===== src/hdl/ewg_pkg.sv =====
// ----------------------------------------------------------------------------
// ewg_pkg
// Shared widths, register codes, configuration struct and the CORDIC
// arctangent table of the elliptical waypoint generator.
// ----------------------------------------------------------------------------
package ewg_pkg;

	localparam int PHASE_W   = 16;
	localparam int CFG_W     = 16;
	localparam int CFG_IDX_W = 3;
	localparam int COORD_W   = 17;
	localparam int HEIGHT_W  = 16;
	localparam int CORDIC_W  = 34;
	localparam int ANGLE_W   = 33;
	localparam int Q15_W     = 17;
	localparam int ITERS     = 16;
	localparam int ITER_W    = 4;

	// register indexes of the configuration port
	localparam logic [CFG_IDX_W-1:0] REG_RADIUS_X    = 3'd0;
	localparam logic [CFG_IDX_W-1:0] REG_RADIUS_Y    = 3'd1;
	localparam logic [CFG_IDX_W-1:0] REG_HEIGHT      = 3'd2;
	localparam logic [CFG_IDX_W-1:0] REG_PHASE_STEP  = 3'd3;
	localparam logic [CFG_IDX_W-1:0] REG_START_PHASE = 3'd4;

	// CORDIC start vector, 1/K in Q30
	localparam logic signed [CORDIC_W-1:0] CORDIC_GAIN = 34'sd652032874;

	// ellipse shape seen by the back end
	typedef struct packed {
		logic [CFG_W-1:0]           radius_x;
		logic [CFG_W-1:0]           radius_y;
		logic signed [HEIGHT_W-1:0] height;
	} shape_cfg_t;

	// arctangent of 2^-i in units of 2^-32 turn
	function automatic logic signed [ANGLE_W-1:0] atan_lookup(input logic [ITER_W-1:0] i);
		logic signed [ANGLE_W-1:0] a;
		case (i)
			4'd0:    a = 33'sh020000000;
			4'd1:    a = 33'sh012E4051E;
			4'd2:    a = 33'sh009FB385B;
			4'd3:    a = 33'sh0051111D4;
			4'd4:    a = 33'sh0028B0D43;
			4'd5:    a = 33'sh00145D7E1;
			4'd6:    a = 33'sh000A2F61E;
			4'd7:    a = 33'sh000517C55;
			4'd8:    a = 33'sh00028BE53;
			4'd9:    a = 33'sh000145F2F;
			4'd10:   a = 33'sh0000A2F98;
			4'd11:   a = 33'sh0000517CC;
			4'd12:   a = 33'sh000028BE6;
			4'd13:   a = 33'sh0000145F3;
			4'd14:   a = 33'sh00000A2FA;
			default: a = 33'sh00000517D;
		endcase
		return a;
	endfunction

endpackage


===== src/hdl/ewg_front.sv =====
// ----------------------------------------------------------------------------
// ewg_front
// Accepts tick transactions, runs the phase accumulator and pushes each new
// phase into the work queue.
// ----------------------------------------------------------------------------
module ewg_front (
	input  logic                         clk,
	input  logic                         arst_n,
	input  logic                         in_valid,
	output logic                         in_stall,
	input  logic                         restart,
	input  logic [ewg_pkg::PHASE_W-1:0]  phase_step,
	input  logic [ewg_pkg::PHASE_W-1:0]  start_phase,
	input  logic                         q_full,
	output logic                         q_push,
	output logic [ewg_pkg::PHASE_W-1:0]  q_phase
);
	import ewg_pkg::*;

	logic                active_q;
	logic [PHASE_W-1:0]  phase_q;
	logic [PHASE_W-1:0]  base;
	logic                accept;

	// stall while the queue has no room
	assign in_stall = q_full;
	assign accept   = in_valid && !q_full;

	// reload start phase on first tick or restart, then advance modulo a turn
	assign base    = (restart || !active_q) ? start_phase : phase_q;
	assign q_phase = base + phase_step;
	assign q_push  = accept;

	always_ff @(posedge clk or negedge arst_n) begin
		if (!arst_n) begin
			active_q <= 1'b0;
			phase_q  <= '0;
		end else if (accept) begin
			active_q <= 1'b1;
			phase_q  <= q_phase;
		end
	end

endmodule


===== src/hdl/ewg_queue.sv =====
// ----------------------------------------------------------------------------
// ewg_queue
// Short FIFO of pending phases between the front end and the CORDIC back end.
// ----------------------------------------------------------------------------
module ewg_queue #(
	parameter int DEPTH = 2
) (
	input  logic                         clk,
	input  logic                         arst_n,
	input  logic                         push,
	input  logic [ewg_pkg::PHASE_W-1:0]  push_data,
	output logic                         full,
	input  logic                         pop,
	output logic [ewg_pkg::PHASE_W-1:0]  pop_data,
	output logic                         empty
);
	import ewg_pkg::*;

	localparam int PTR_W = (DEPTH > 1) ? $clog2(DEPTH) : 1;
	localparam int CNT_W = $clog2(DEPTH + 1);

	logic [PHASE_W-1:0] mem_q [DEPTH];
	logic [PTR_W-1:0]   wr_ptr_q;
	logic [PTR_W-1:0]   rd_ptr_q;
	logic [CNT_W-1:0]   count_q;

	assign full     = (count_q == CNT_W'(DEPTH));
	assign empty    = (count_q == '0);
	assign pop_data = mem_q[rd_ptr_q];

	// store entry
	always_ff @(posedge clk) begin
		if (push) begin
			mem_q[wr_ptr_q] <= push_data;
		end
	end

	// advance pointers and occupancy
	always_ff @(posedge clk or negedge arst_n) begin
		if (!arst_n) begin
			wr_ptr_q <= '0;
			rd_ptr_q <= '0;
			count_q  <= '0;
		end else begin
			if (push) begin
				wr_ptr_q <= (wr_ptr_q == PTR_W'(DEPTH - 1)) ? '0 : wr_ptr_q + 1'b1;
			end
			if (pop) begin
				rd_ptr_q <= (rd_ptr_q == PTR_W'(DEPTH - 1)) ? '0 : rd_ptr_q + 1'b1;
			end
			if (push && !pop) begin
				count_q <= count_q + 1'b1;
			end else if (pop && !push) begin
				count_q <= count_q - 1'b1;
			end
		end
	end

	a_no_push_full: assert property (@(posedge clk) disable iff (!arst_n) push |-> !full)
		else $error("queue push while full");
	a_no_pop_empty: assert property (@(posedge clk) disable iff (!arst_n) pop |-> !empty)
		else $error("queue pop while empty");

endmodule


===== src/hdl/ewg_back.sv =====
// ----------------------------------------------------------------------------
// ewg_back
// Iterative CORDIC for sine and cosine of a queued phase, then scaling by the
// ellipse radii through one shared multiplier into the output register.
// ----------------------------------------------------------------------------
module ewg_back (
	input  logic                                clk,
	input  logic                                arst_n,
	input  ewg_pkg::shape_cfg_t                 shape,
	input  logic                                q_empty,
	input  logic [ewg_pkg::PHASE_W-1:0]         q_phase,
	output logic                                q_pop,
	output logic                                out_valid,
	input  logic                                out_stall,
	output logic signed [ewg_pkg::COORD_W-1:0]  waypoint_x,
	output logic signed [ewg_pkg::COORD_W-1:0]  waypoint_y,
	output logic signed [ewg_pkg::HEIGHT_W-1:0] waypoint_z
);
	import ewg_pkg::*;

	typedef enum logic [2:0] {S_IDLE, S_RUN, S_ROUND, S_MULX, S_MULY} state_t;

	localparam int PROD_W = 2 * Q15_W;

	state_t                       state_q;
	logic [ITER_W-1:0]            iter_q;
	logic                         flip_q;
	logic signed [CORDIC_W-1:0]   x_q;
	logic signed [CORDIC_W-1:0]   y_q;
	logic signed [ANGLE_W-1:0]    z_q;
	logic signed [Q15_W-1:0]      cos_q;
	logic signed [Q15_W-1:0]      sin_q;
	logic signed [COORD_W-1:0]    wx_q;
	logic                         out_valid_q;
	logic signed [COORD_W-1:0]    waypoint_x_q;
	logic signed [COORD_W-1:0]    waypoint_y_q;
	logic signed [HEIGHT_W-1:0]   waypoint_z_q;

	logic signed [PHASE_W:0]      p_ext;
	logic signed [PHASE_W:0]      p_fold;
	logic                         fold;
	logic signed [ANGLE_W-1:0]    angle;
	logic signed [CORDIC_W-1:0]   dx;
	logic signed [CORDIC_W-1:0]   dy;
	logic signed [ANGLE_W-1:0]    at;
	logic signed [Q15_W-1:0]      mul_a;
	logic signed [Q15_W-1:0]      mul_b;
	logic signed [PROD_W-1:0]     prod;
	logic signed [PROD_W-1:0]     scaled;
	logic                         out_free;

	// round Q30 to Q15, clamp to plus or minus one, negate for a folded angle
	function automatic logic signed [Q15_W-1:0] round_q15(input logic signed [CORDIC_W-1:0] v,
			input logic neg);
		logic signed [CORDIC_W-1:0] r;
		logic signed [Q15_W-1:0]    c;
		r = (v + CORDIC_W'(16384)) >>> 15;
		if (r > CORDIC_W'(32768)) begin
			c = 17'sd32768;
		end else if (r < -CORDIC_W'(32768)) begin
			c = -17'sd32768;
		end else begin
			c = r[Q15_W-1:0];
		end
		return neg ? -c : c;
	endfunction

	// fold angles beyond a quarter turn by a half turn
	assign p_ext = (PHASE_W + 1)'($signed(q_phase));
	always_comb begin
		p_fold = p_ext;
		fold   = 1'b0;
		if (p_ext > 17'sd16384) begin
			p_fold = p_ext - 17'sd32768;
			fold   = 1'b1;
		end else if (p_ext < -17'sd16384) begin
			p_fold = p_ext + 17'sd32768;
			fold   = 1'b1;
		end
	end
	assign angle = {p_fold, 16'b0};

	// one CORDIC micro-rotation
	assign dx = y_q >>> iter_q;
	assign dy = x_q >>> iter_q;
	assign at = atan_lookup(iter_q);

	// shared radius multiplier
	assign mul_a  = (state_q == S_MULX) ? $signed({1'b0, shape.radius_x})
	                                    : $signed({1'b0, shape.radius_y});
	assign mul_b  = (state_q == S_MULX) ? cos_q : sin_q;
	assign prod   = mul_a * mul_b;
	assign scaled = prod >>> 15;

	assign q_pop    = (state_q == S_IDLE) && !q_empty;
	assign out_free = !out_valid_q || !out_stall;

	always_ff @(posedge clk or negedge arst_n) begin
		if (!arst_n) begin
			state_q      <= S_IDLE;
			out_valid_q  <= 1'b0;
			iter_q       <= '0;
			flip_q       <= 1'b0;
			x_q          <= '0;
			y_q          <= '0;
			z_q          <= '0;
			cos_q        <= '0;
			sin_q        <= '0;
			wx_q         <= '0;
			waypoint_x_q <= '0;
			waypoint_y_q <= '0;
			waypoint_z_q <= '0;
		end else begin
			// drop the accepted waypoint unless a new one replaces it
			if (out_valid_q && !out_stall && (state_q != S_MULY)) begin
				out_valid_q <= 1'b0;
			end
			case (state_q)
				S_IDLE: begin
					if (!q_empty) begin
						x_q     <= CORDIC_GAIN;
						y_q     <= '0;
						z_q     <= angle;
						flip_q  <= fold;
						iter_q  <= '0;
						state_q <= S_RUN;
					end
				end
				S_RUN: begin
					if (!z_q[ANGLE_W-1]) begin
						x_q <= x_q - dx;
						y_q <= y_q + dy;
						z_q <= z_q - at;
					end else begin
						x_q <= x_q + dx;
						y_q <= y_q - dy;
						z_q <= z_q + at;
					end
					iter_q <= iter_q + 1'b1;
					if (iter_q == ITER_W'(ITERS - 1)) begin
						state_q <= S_ROUND;
					end
				end
				S_ROUND: begin
					cos_q   <= round_q15(x_q, flip_q);
					sin_q   <= round_q15(y_q, flip_q);
					state_q <= S_MULX;
				end
				S_MULX: begin
					wx_q    <= scaled[COORD_W-1:0];
					state_q <= S_MULY;
				end
				S_MULY: begin
					// hold until the output register is free
					if (out_free) begin
						waypoint_x_q <= wx_q;
						waypoint_y_q <= scaled[COORD_W-1:0];
						waypoint_z_q <= shape.height;
						out_valid_q  <= 1'b1;
						state_q      <= S_IDLE;
					end
				end
				default: begin
					state_q <= S_IDLE;
				end
			endcase
		end
	end

	assign out_valid  = out_valid_q;
	assign waypoint_x = waypoint_x_q;
	assign waypoint_y = waypoint_y_q;
	assign waypoint_z = waypoint_z_q;

	a_pop_starts_run: assert property (@(posedge clk) disable iff (!arst_n)
		q_pop |=> (state_q == S_RUN) && (iter_q == '0))
		else $error("pop did not start a CORDIC run");
	a_run_length: assert property (@(posedge clk) disable iff (!arst_n)
		(state_q == S_RUN) && (iter_q == ITER_W'(ITERS - 1)) |=> state_q == S_ROUND)
		else $error("CORDIC run did not end after the last iteration");
	a_out_from_mul: assert property (@(posedge clk) disable iff (!arst_n)
		$rose(out_valid_q) |-> $past(state_q) == S_MULY)
		else $error("output loaded outside the final multiply");
	a_no_overwrite: assert property (@(posedge clk) disable iff (!arst_n)
		out_valid_q && out_stall |=> out_valid_q)
		else $error("pending waypoint dropped");

endmodule


===== src/hdl/ellipse_waypoint_generator_unit.sv =====
// ----------------------------------------------------------------------------
// ellipse_waypoint_generator_unit
// Phase accumulator driving an iterative CORDIC; each tick yields one point
// on an ellipse scaled by the configured radii at the configured height.
// ----------------------------------------------------------------------------
//  channel | handshake                    | payload
//  --------+------------------------------+-----------------------------------
//  tick in | in_valid / in_stall          | restart
//  out     | out_valid / out_stall        | waypoint_x, waypoint_y, waypoint_z
//  config  | cfg_wr_en (no wait)          | cfg_index, cfg_data
//
// In the back end each transaction passes through a load, 16 CORDIC
// iterations on the shared shift-add unit, a rounding step and the x and y
// multiply states on the shared radius multiplier. The front end and the
// queue take ticks while the back end works; in_stall rises only with the
// queue full. A finished waypoint waits in the output register while the
// next one is computed. Reset clears the accumulator, queue and output valid.
// ----------------------------------------------------------------------------
module ellipse_waypoint_generator_unit #(
	parameter int QUEUE_DEPTH = 2
) (
	input  logic                                clk,
	input  logic                                arst_n,
	input  logic                                cfg_wr_en,
	input  logic [ewg_pkg::CFG_IDX_W-1:0]       cfg_index,
	input  logic [ewg_pkg::CFG_W-1:0]           cfg_data,
	input  logic                                in_valid,
	output logic                                in_stall,
	input  logic                                restart,
	output logic                                out_valid,
	input  logic                                out_stall,
	output logic signed [ewg_pkg::COORD_W-1:0]  waypoint_x,
	output logic signed [ewg_pkg::COORD_W-1:0]  waypoint_y,
	output logic signed [ewg_pkg::HEIGHT_W-1:0] waypoint_z
);
	import ewg_pkg::*;

	shape_cfg_t         shape_q;
	logic [CFG_W-1:0]   phase_step_q;
	logic [CFG_W-1:0]   start_phase_q;

	logic               q_push;
	logic [PHASE_W-1:0] q_push_phase;
	logic               q_full;
	logic               q_pop;
	logic [PHASE_W-1:0] q_pop_phase;
	logic               q_empty;

	// configuration registers, unknown indexes dropped
	always_ff @(posedge clk or negedge arst_n) begin
		if (!arst_n) begin
			shape_q       <= '0;
			phase_step_q  <= '0;
			start_phase_q <= '0;
		end else if (cfg_wr_en) begin
			case (cfg_index)
				REG_RADIUS_X:    shape_q.radius_x <= cfg_data;
				REG_RADIUS_Y:    shape_q.radius_y <= cfg_data;
				REG_HEIGHT:      shape_q.height   <= $signed(cfg_data);
				REG_PHASE_STEP:  phase_step_q     <= cfg_data;
				REG_START_PHASE: start_phase_q    <= cfg_data;
				default: begin
				end
			endcase
		end
	end

	ewg_front u_front (
		.clk         (clk),
		.arst_n      (arst_n),
		.in_valid    (in_valid),
		.in_stall    (in_stall),
		.restart     (restart),
		.phase_step  (phase_step_q),
		.start_phase (start_phase_q),
		.q_full      (q_full),
		.q_push      (q_push),
		.q_phase     (q_push_phase)
	);

	ewg_queue #(
		.DEPTH (QUEUE_DEPTH)
	) u_queue (
		.clk       (clk),
		.arst_n    (arst_n),
		.push      (q_push),
		.push_data (q_push_phase),
		.full      (q_full),
		.pop       (q_pop),
		.pop_data  (q_pop_phase),
		.empty     (q_empty)
	);

	ewg_back u_back (
		.clk        (clk),
		.arst_n     (arst_n),
		.shape      (shape_q),
		.q_empty    (q_empty),
		.q_phase    (q_pop_phase),
		.q_pop      (q_pop),
		.out_valid  (out_valid),
		.out_stall  (out_stall),
		.waypoint_x (waypoint_x),
		.waypoint_y (waypoint_y),
		.waypoint_z (waypoint_z)
	);

endmodule

===== config.mk =====
export PLATFORM = sky130hd
export DESIGN_NAME = ellipse_waypoint_generator_unit
export DESIGN_NICKNAME = d
export VERILOG_FILES = /design/src/hdl/ewg_pkg.sv /design/src/hdl/ewg_front.sv /design/src/hdl/ewg_queue.sv /design/src/hdl/ewg_back.sv /design/src/hdl/ellipse_waypoint_generator_unit.sv
export SDC_FILE = /design/constraint.sdc
export NUM_CORES = 2
export LEC_CHECK = 0
export ABC_CLOCK_PERIOD_IN_PS = 13900
export BUFFER_PORTS_ARGS = -buffer_cell sky130_fd_sc_hd__buf_4
export CAP_MARGIN = 30
export CORE_ASPECT_RATIO = 1.5
export CORE_MARGIN = 2
export CORE_UTILIZATION = 35
export DETAILED_ROUTE_END_ITERATION = 10
export PLACE_DENSITY = 0.55
export SYNTH_ARGS = -nofsm -noshare
export SYNTH_HDL_FRONTEND = slang
export SYNTH_SLANG_ARGS = --single-unit

===== constraint.sdc =====
create_clock -name clk -period 13.9 [get_ports clk]
set_input_delay 2.78 -clock clk [delete_from_list [all_inputs] [get_ports clk]]
set_output_delay 2.78 -clock clk [all_outputs]
set_load 0.01 [all_outputs]

==> impl_metrics.toml <==
[sta]
rsz0062_at_grt = "no"
max_freq_mhz = 109.6
worst_pin_slew_ns = 0.9965
slew_viol_final = 0
fin_crit_ns = 9.121
finalClockSkew_ns = 0.01845
hold_violations = 0
tns_ns = 0
period_share_pct = 65.62
slew_headroom_pct = 31.67
finalSetupViolations = 0

[worst_setup_path]
critPathMaxFanout = 59
critPathCaptureType = "flop"
arrival_ns = 9.59
required_ns = 14.37
worst_setup_path_start_kind = "flop"
critPathKind = "reg -> reg"
worst-r2r-cell-count = 26

[detailed_routing]
ant_nets = 0
remaining_drc_errors = 0
first_pass_iters = 5
drt-vias-per-instance = 5.474
wl_mm = 106.3
routedWlPerCell_um = 20.12
via_count = 28910
drtIter0Drc = 1849

[yosys]
syn_inst = 3984
ys_warn_count = 0
ys_types = 93
synth_top_flop_cell = "dfrtp_1"
synth_edf_count = 32
ys_ff_latch = 344
synth_area_um2 = 35650
synthesis.nets = 4460
syn_area_per_cell_um2 = 8.949
yosysSeqAreaShare_pct = 24.59
async_reset_ff_share_pct = 90.70

[clock_tree]
path_clk_slew_ns = 0.06
clockBufferDepth = 3
ctsHoldBuffers = 0
root_buffer = "clkbuf_16"
clk_latency_ns = 0.60
cts_tree = "yes"
cts_num_sinks = 344
post_cts_resized = 0
htreeDepth = 2
postCtsSetupBuffers = 0
cts_buffers = 38

[final_layout]
fillers = 10210
fin_nets = 4421
drive_above_1_share_pct = 12.26
area_delta_synth_final_pct = 8.826
post-route-util_pct = 38.38

[place]
gp_congestion = 0.9382
io_buffers = 76
dp_hpwl_mm = 81.12

[hold_path]
hold_depth = 1
hold_class = "reg -> reg"

[grt]
track_usage_pct = 20.29
grt_max_degree = 134
grt_pass1_vias = 29680
grt_pass1_wl_mm = 167.8
overflow = 0
antenna_found_initial = 3

[outcome]
status = "finished, final reports clean"

[floorplanning]
rows = 143
initial_core_util_pct = 35.27
coreArea_um2 = 101100
chipWidth_um = 264.6
die_height_um = 394.9
die_area_um2 = 104500
io_pins = 77

[flow_run]
drv_cap = 0
[cell usage after synthesis, types with 32 or more instances]
library cell  instances  area, µm²
nand2_1             448       1682
inv_1               350       1314
nor2_1              343       1287
dfrtp_1             312       7807
ha_1                239       2990
o21ai_0             236       1181
a21oi_1             217       1086
fa_1                212       4244
mux2_2              200       2252
xnor2_1             157       1375
clkbuf_1            140      525.5
xor2_1              109      954.7
mux2i_1             100       1001
nand3_1              98      490.5
nor3_1               59      295.3
a31oi_1              45      281.5
a21o_1               44      330.3
mux4_2               40      900.9
nand2b_1             37      231.5
nor2b_1              36      225.2
o31ai_1              35      262.8
buf_1                32      120.1
edfxtp_1             32      960.9
[routing by layer]
layer / up-vias / wire [µm] / track usage, %
met5: - / 0 / 0
met2: 680 / 56500 / 38.32
met1: 14290 / 40010 / 22.19
met3: 247 / 3487 / 1.625
li1: 13700 / - / -
met4: 0 / 6276 / 11.35
[metrics by stage]
stage                     hold slack, ns  worst slack, ns  cell area [µm²]  cells
after floorplan                   0.4258            5.936            35650   3984
final                             0.4657            4.779            38800   5281
after global routing              0.4915            4.162            38800   5281
after global placement            0.4465            4.864            37460   5207
after CTS                         0.4655            4.738            38790   5278
after detailed placement          0.4495            4.754            37530   5210
[kinds of logic (layout without fill, tap and decap cells)]
logic type | Yosys count | after routing | share of synthesized area (%)
and+or+nand+nor | 1187 | 1187 | 15.12
AOI/OAI and AO/OA | 812 | 812 | 14.17
buffers and inverters | 566 | 555 | 6.352
adders and majority gates | 451 | 451 | 20.29
muxes | 358 | 358 | 12.95
DFF | 344 | 344 | 24.59
xor gates and xnor gates | 266 | 266 | 6.534
other | 0 | 3 | 0
[critical path, cell delays in order, from the launching register on]
cell and delay (ns):
dfrtp_1 0.60, nand3b_1 0.39, buf_4 0.71, mux2i_1 0.88, nor2_1 0.16, fa_1 0.52
inv_1 0.05, fa_1 0.49, fa_1 0.51, inv_1 0.05, fa_1 0.48, fa_1 0.57
inv_1 0.06, fa_1 0.52, inv_1 0.04, ha_1 0.30, a211o_1 0.26, a21oi_1 0.15
o211ai_1 0.13, nand3_1 0.24, a21oi_1 0.20, a31oi_1 0.37, nor2_1 0.13, o41a_1 0.40
o21ai_0 0.27, nor3b_1 0.30, o31ai_1 0.10
[final cells by class]
class	instances	area (µm²)	share of cell area [%]
Multi-Input combinational cell	3074	24730	63.73
Clock inverter	18	222.7	0.5740
Clock buffer	50	1036	2.670
Sequential cell	344	8785	22.64
Timing Repair Buffer	132	1059	2.728
Antenna cell	3	7.507	0.01935
Tap cell	1305	1633	4.208
Inverter	355	1333	3.434
[path summary, 6_finish.rpt]
kind	startpoint	endpoint	slack (ns)
max	u_back.state_q[2]	u_back.wx_q[13]	4.78
min	u_front.active_q	u_front.active_q	0.47
max reg2reg	u_back.state_q[2]	u_back.wx_q[13]	4.78
min reg2reg	u_front.active_q	u_front.active_q	0.47
max in group asynchronous	arst_n	u_back.wx_q[1]	9.67
min in group asynchronous	arst_n	shape_q[10]	2.15
[sequential cells by signal, indices dropped and copies added, names as in the netlist, 32 cells and up]
| name | cells |
|---|---|
| u_back.x_q | 34 |
| u_queue.mem_q | 32 |
| shape_q | 48 |
| u_back.z_q | 33 |
| u_back.y_q | 34 |
[cell usage in the layout, fill, tap and decap left out, types with 35 or more instances in the layout]
master     synthesis  routed
mux2_2           200     200
nand3_1           98      97
nor3_1            59      57
nand2_1          448     448
xor2_1           109     109
buf_4              5     127
nor2b_1           36      35
xnor2_1          157     157
o21ai_0          236     236
a31oi_1           45      45
ha_1             239     239
mux2i_1          100      98
fa_1             212     212
o31ai_1           35      35
nor2_1           343     342
dfrtp_1          312     307
a21oi_1          217     217
clkbuf_16          0      38
mux4_2            40      40
nand2b_1          37      36
inv_1            350     350
a21o_1            44      44
Power is left out: the tool's default activity adds up to more than one toggle a clock period on the data nets, which glitch-free logic cannot reach.
